--- src/mib_pkg.sv ---
`default_nettype none

package mib_pkg;

    localparam int NUM_ENTRIES_DEF = 64;
    localparam int FRAC_BITS_DEF   = 16;

    localparam int DATA_W   = 32;
    localparam int STEP_W   = 31;
    localparam int IDX_W    = 6;
    localparam int PHASE_W  = 2;
    // weighted sum h3 + 2*h2 + 2*h1 + in
    localparam int SUM_W    = DATA_W + 4;
    // magnitude of the weighted sum is at most 6 * 2^31, split in two halves
    localparam int HALF_W   = 17;
    localparam int MAG_W    = 2 * HALF_W;
    // divide-by-three digit step: remainder plus one half word
    localparam int DIV_IN_W = HALF_W + 2;
    localparam int DIV_Q_W  = DIV_IN_W - 1;
    localparam int DIV3_SHIFT = DIV_IN_W + 1;
    // increment magnitude, clamped at 2^32
    localparam int Q_W      = DATA_W + 1;
    localparam int RES_W    = DATA_W + 3;

    localparam logic [STEP_W-1:0]  SUB_STEP_RESET = 31'd16384;
    localparam logic [PHASE_W-1:0] PHASE_RESET    = 2'd3;
    localparam logic [PHASE_W-1:0] PHASE_MAJOR    = 2'd3;
    // ceil(2^20 / 3), exact quotient for every input below 2^19
    localparam logic [DIV_IN_W-1:0] DIV3_RECIP    = 19'd349526;

    typedef enum logic {
        KIND_INTEGRATE = 1'b0,
        KIND_PHASE     = 1'b1
    } kind_t;

    typedef enum logic [7:0] {
        ST_CLEAR  = 8'b0000_0001,
        ST_IDLE   = 8'b0000_0010,
        ST_LOAD   = 8'b0000_0100,
        ST_MUL    = 8'b0000_1000,
        ST_SCALE  = 8'b0001_0000,
        ST_DIV_HI = 8'b0010_0000,
        ST_DIV_LO = 8'b0100_0000,
        ST_WB     = 8'b1000_0000
    } mib_state_t;

    typedef struct packed {
        logic signed [DATA_W-1:0] accum;
        logic signed [DATA_W-1:0] hist1;
        logic signed [DATA_W-1:0] hist2;
        logic signed [DATA_W-1:0] hist3;
    } entry_word_t;

    typedef struct packed {
        logic [DIV_Q_W-1:0] quot;
        logic [1:0]         rem;
    } div3_t;

    function automatic int addr_bits(input int depth);
        return (depth > 1) ? $clog2(depth) : 1;
    endfunction

    function automatic logic signed [SUM_W-1:0] sext_sum(input logic signed [DATA_W-1:0] v);
        return {{(SUM_W-DATA_W){v[DATA_W-1]}}, v};
    endfunction

    // one digit of a divide by three via reciprocal multiply
    function automatic div3_t div3(input logic [DIV_IN_W-1:0] v);
        logic [2*DIV_IN_W-1:0] prod;
        logic [DIV_IN_W-1:0]   triple;
        logic [DIV_IN_W-1:0]   diff;
        div3_t                 r;
        prod   = (2*DIV_IN_W)'(v) * (2*DIV_IN_W)'(DIV3_RECIP);
        r.quot = prod[2*DIV_IN_W-1:DIV3_SHIFT];
        triple = DIV_IN_W'({r.quot, 1'b0}) + DIV_IN_W'(r.quot);
        diff   = v - triple;
        r.rem  = diff[1:0];
        return r;
    endfunction

endpackage

`default_nettype wire

--- src/mib_ram.sv ---
`default_nettype none

module mib_ram #(
    parameter int WIDTH = 8,
    parameter int DEPTH = 16
) (
    input  logic                                 aclk,
    input  logic                                 wr_en,
    input  logic [mib_pkg::addr_bits(DEPTH)-1:0] wr_addr,
    input  logic [WIDTH-1:0]                     wr_data,
    input  logic                                 rd_en,
    input  logic [mib_pkg::addr_bits(DEPTH)-1:0] rd_addr,
    output logic [WIDTH-1:0]                     rd_data
);

    logic [WIDTH-1:0] mem_reg [DEPTH];
    logic [WIDTH-1:0] rd_data_reg;

    always_ff @(posedge aclk) begin
        if (wr_en) begin
            mem_reg[wr_addr] <= wr_data;
        end
        if (rd_en) begin
            rd_data_reg <= mem_reg[rd_addr];
        end
    end

    assign rd_data = rd_data_reg;

endmodule

`default_nettype wire

--- config.mk ---
export PLATFORM = sky130hd
export DESIGN_NAME = mib_ram
export DESIGN_NICKNAME = d
export VERILOG_FILES = /design/src/mib_pkg.sv /design/src/mib_ram.sv
export SDC_FILE = /design/constraint.sdc
export NUM_CORES = 1
export LEC_CHECK = 0
export BUFFER_PORTS_ARGS = -buffer_cell sky130_fd_sc_hd__clkbuf_2
export CAP_MARGIN = 10
export CORE_ASPECT_RATIO = 0.8
export CORE_UTILIZATION = 50
export DETAILED_ROUTE_END_ITERATION = 6
export PLACE_DENSITY_LB_ADDON = 0.2
export SKIP_CTS_REPAIR_TIMING = 1
export SLEW_MARGIN = 40
export SYNTH_ARGS = -nofsm -noshare
export SYNTH_HDL_FRONTEND = slang
export SYNTH_SLANG_ARGS = --single-unit
--- constraint.sdc ---
create_clock -name aclk -period 3.6 [get_ports aclk]
set_input_delay 0 -clock aclk [delete_from_list [all_inputs] [get_ports aclk]]
set_output_delay 0 -clock aclk [all_outputs]
set_load 0.02 [all_outputs]
==> impl_table.tex <==
\begin{tabular}{lr}
\hline
Metric & Value \\
\hline
\multicolumn{2}{l}{\textbf{Power and ir drop}} \\
Overall power after layout & 3.54 mW \\
Total power divided by cell area & 583 nW/um2 \\
Leakage Power & 2.01 nW \\
Largest voltage drop on the vdd net & 451 uV \\
\multicolumn{2}{l}{\textbf{Finish}} \\
Total Nets Final & 290 \\
ANT cells & 0 \\
Post-Layout Cell Count & 420 \\
Flip-flop count of the largest register, all copies and words added & 128 \\
Area Growth Syn to Fin & 16.2\% \\
End-of-flow core utilization & 0.614 \\
Share of post-route cells with drive strength above 1 & 0.306 \\
\multicolumn{2}{l}{\textbf{Global route}} \\
Largest net degree at the start of global routing & 33 \\
Global-route wire length before repair & 14.7 mm \\
Initial antenna violation count & 0 \\
Final global-route overflow total & 0 \\
Number of global-route vias before repair & 2,466 \\
Global-route total usage across every layer & 0.203 \\
\multicolumn{2}{l}{\textbf{Floorplanning}} \\
Core Box Area & 9890 um2 \\
Die W & 116 um \\
Starting density of the core & 0.529 \\
Ports placed on the boundary & 27 \\
Total die area & 10,900 um2 \\
FP Rows & 32 \\
Vertical die dimension & 93.5 um \\
\multicolumn{2}{l}{\textbf{Logic synthesis}} \\
Combinational family with the most area after synthesis & multiplexers \\
Post-Syn Area per Cell & 22.8 um2 \\
Number of distinct library cell variants in the gate-level netlist after synthesis & 18 \\
Synth async-reset ratio & 0 \\
Cell type with the largest total area after synthesis & edfxtp\_1 \\
Number of flops mapped to enable cells by yosys & 136 \\
Ranking of synthesized cells by area & edfxtp\_1 (78\%), mux4\_2 (7.8\%), mux4\_1 (7.0\%), a22oi\_1 (2.3\%), nor2\_1 (0.93\%) \\
Seq cells post-synth & 136 \\
Synth Area in Compound Gates & 0.0230 \\
Part of the Yosys area used for sequential elements & 0.781 \\
Parity-gate share of the synthesized area counting xor and xnor cells & 0 \\
Post-Synth Simple-Gate Area & 0.0314 \\
Top FF cell, synth & edfxtp\_1 \\
Synth top cells by count & edfxtp\_1 (136), mux4\_2 (18), a22oi\_1 (16), mux4\_1 (14), nor2\_1 (13) \\
Yosys Warn Count & 0 \\
Portion of netlist area occupied by mux cells & 0.148 \\
Most used standard cell by instance count after synthesis & edfxtp\_1 \\
Post-synthesis cell area & 5230 um2 \\
Fraction of post-synthesis cell area in the top cell type by area & 0.781 \\
Post-synth net total & 248 \\
Gate Count Post-Synth & 229 \\
Post-Synth Adder-Cell Area & 0 \\
\multicolumn{2}{l}{\textbf{Setup path}} \\
Data arrival time of the critical path & 1.76 ns \\
Crit start category & primary input \\
Endpoint required time on the critical path & 3.76 ns \\
Kind of end point of the critical path & register \\
Max incr delay on CP & 0.59 ns \\
Number of buffer and inverter instances along the worst setup path & 2 \\
Critical-path maximum fanout & 18 \\
Cell chain of the critical path & clkbuf\_2 > buf\_4 > mux4\_1 > a22oi\_1 > nand2\_1 \\
Worst path top cell family by delay & buffers and inverters \\
Crit path max-delay cell type & mux4\_1 \\
WS Path Type & in2reg \\
\multicolumn{2}{l}{\textbf{Place}} \\
Half-perimeter wire length after detailed placement & 6.16 mm \\
Global placement routability congestion & 0.711 \\
Number of I/O port buffers & 26 \\
DP Cell Count & 387 \\
\multicolumn{2}{l}{\textbf{STA}} \\
Final worst path period need & 1.60 ns \\
Final worst path period share & 0.445 \\
Normalized max-slew margin & 0.534 \\
Final Hold Slack & -0.000858 ns \\
Largest clock skew in the final design & 0.00394 ns \\
Number of failing setup endpoints in the final timing report & 0 \\
Peak Freq & 625 MHz \\
Final count of hold timing violations & 2 \\
Unrepaired setup endpoints after global routing & false \\
Setup\_tns & 0 ns \\
Slew @ Worst Pin & 0.697 ns \\
Final-report max-slew violation count & 0 \\
\multicolumn{2}{l}{\textbf{CTS}} \\
CTS Buf Count & 17 \\
TritonCTS clock tree & yes \\
Count of H-tree levels built during CTS & 4 \\
Clock root cell & clkbuf\_16 \\
Clock Pin Slew Worst Setup and Hold Paths & 0.05 ns \\
Deepest clock path buffer count & 2 \\
\# clock sinks & 136 \\
Clock latency on the worst-skew pair & 0.41 ns \\
\multicolumn{2}{l}{\textbf{Run status}} \\
Status & complete, but fails checks \\
Violations in the final reports & negative hold slack \\
\multicolumn{2}{l}{\textbf{Detailed routing}} \\
Final WL & 9.58 mm \\
Antenna-violating nets left & 0 \\
DRT iter0 DRCs & 183 \\
Routed wire length per instance & 22.8 um \\
Ratio of routed vias to standard cells & 5.75 \\
Routed via count & 2,415 \\
Pre-Repair DR Iteration Count & 4 \\
DRC viols & 0 \\
\multicolumn{2}{l}{\textbf{Min path}} \\
Tightest Hold Check Type & in2reg \\
\multicolumn{2}{l}{\textbf{Job}} \\
Maxcap violations & 0 \\
\hline
\end{tabular}
-- cell usage in the layout, fill, tap and decap left out --
master | Yosys | final
buf_4 | 1 | 6
nand2b_1 | 2 | 2
nand2_1 | 9 | 9
clkbuf_1 | 0 | 1
clkbuf_16 | 0 | 17
mux4_1 | 14 | 14
clkbuf_2 | 0 | 25
nand3_1 | 1 | 1
and2b_1 | 1 | 1
clkinv_2 | 0 | 4
nor2b_1 | 1 | 1
nand3b_1 | 2 | 2
mux4_2 | 18 | 18
and2_1 | 1 | 1
nor2_2 | 0 | 12
nor3_1 | 4 | 4
clkinvlp_4 | 0 | 1
or3b_2 | 1 | 1
clkinv_1 | 0 | 7
bufinv_16 | 0 | 2
nor2_1 | 13 | 1
clkbuf_4 | 0 | 1
dlygate4sd3_1 | 0 | 1
a22oi_1 | 16 | 16
edfxtp_1 | 136 | 136
-- per-stage QoR --
step,cell area (um2),setup WS [ns]
floorplan,5230,2.11
global placement,5490,1.59
detailed placement,5500,1.53
CTS,6040,1.96
global route,6070,1.87
finish,6070,2.00
-- area by class of cell --
cell class	instances	area, um2
well taps	136	170
clock buffers	18	429
fillers	715	3820
clock inverters	14	114
flip-flops and latches	136	4080
multi-input cells	83	1090
repair buffers	33	188
-- path summary, 6_finish.rpt --
check	slack (ns)	startpoint	to	cells after the start
worst min register to register	0.76	mem_reg[4][1]$_DFFE_PP_	rd_data[1]$_DFFE_PP_	3
worst max register to register	2.11	mem_reg[1][0]$_DFFE_PP_	rd_data[0]$_DFFE_PP_	3
worst max-delay path	2.00	rd_addr[0]	rd_data[3]$_DFFE_PP_	5
worst min-delay path	-0.0009	wr_data[5]	mem_reg[9][5]$_DFFE_PP_	1
-- cells by family (layout without fill, tap and decap cells) --
kind of cell,after synthesis,after routing
AO/OA/AOI/OAI,16,16
buffers and inverters,10,65
flip-flops,136,136
multiplexers,32,32
AND/OR/NAND/NOR,35,35
-- report_power, final --
part	internal (mW)	switching, mW	total, mW	leakage [nW]
Combinational	0.0646	0.101	0.165	0.511
Clock	0.994	0.587	1.58	0.266
Sequential	1.79	0.00925	1.80	1.24
Total	2.84	0.697	3.54	2.01
-- layer usage --
layer	wire, um	part of all wire	GRT usage	vias up
met5	0	0	0	-
met3	606	0.063	0.0577	13
met4	133	0.014	0.0705	0
li1	-	-	-	1066
met1	4280	0.45	0.294	1258
met2	4560	0.48	0.297	78
(Power assumes the default switching activity.)
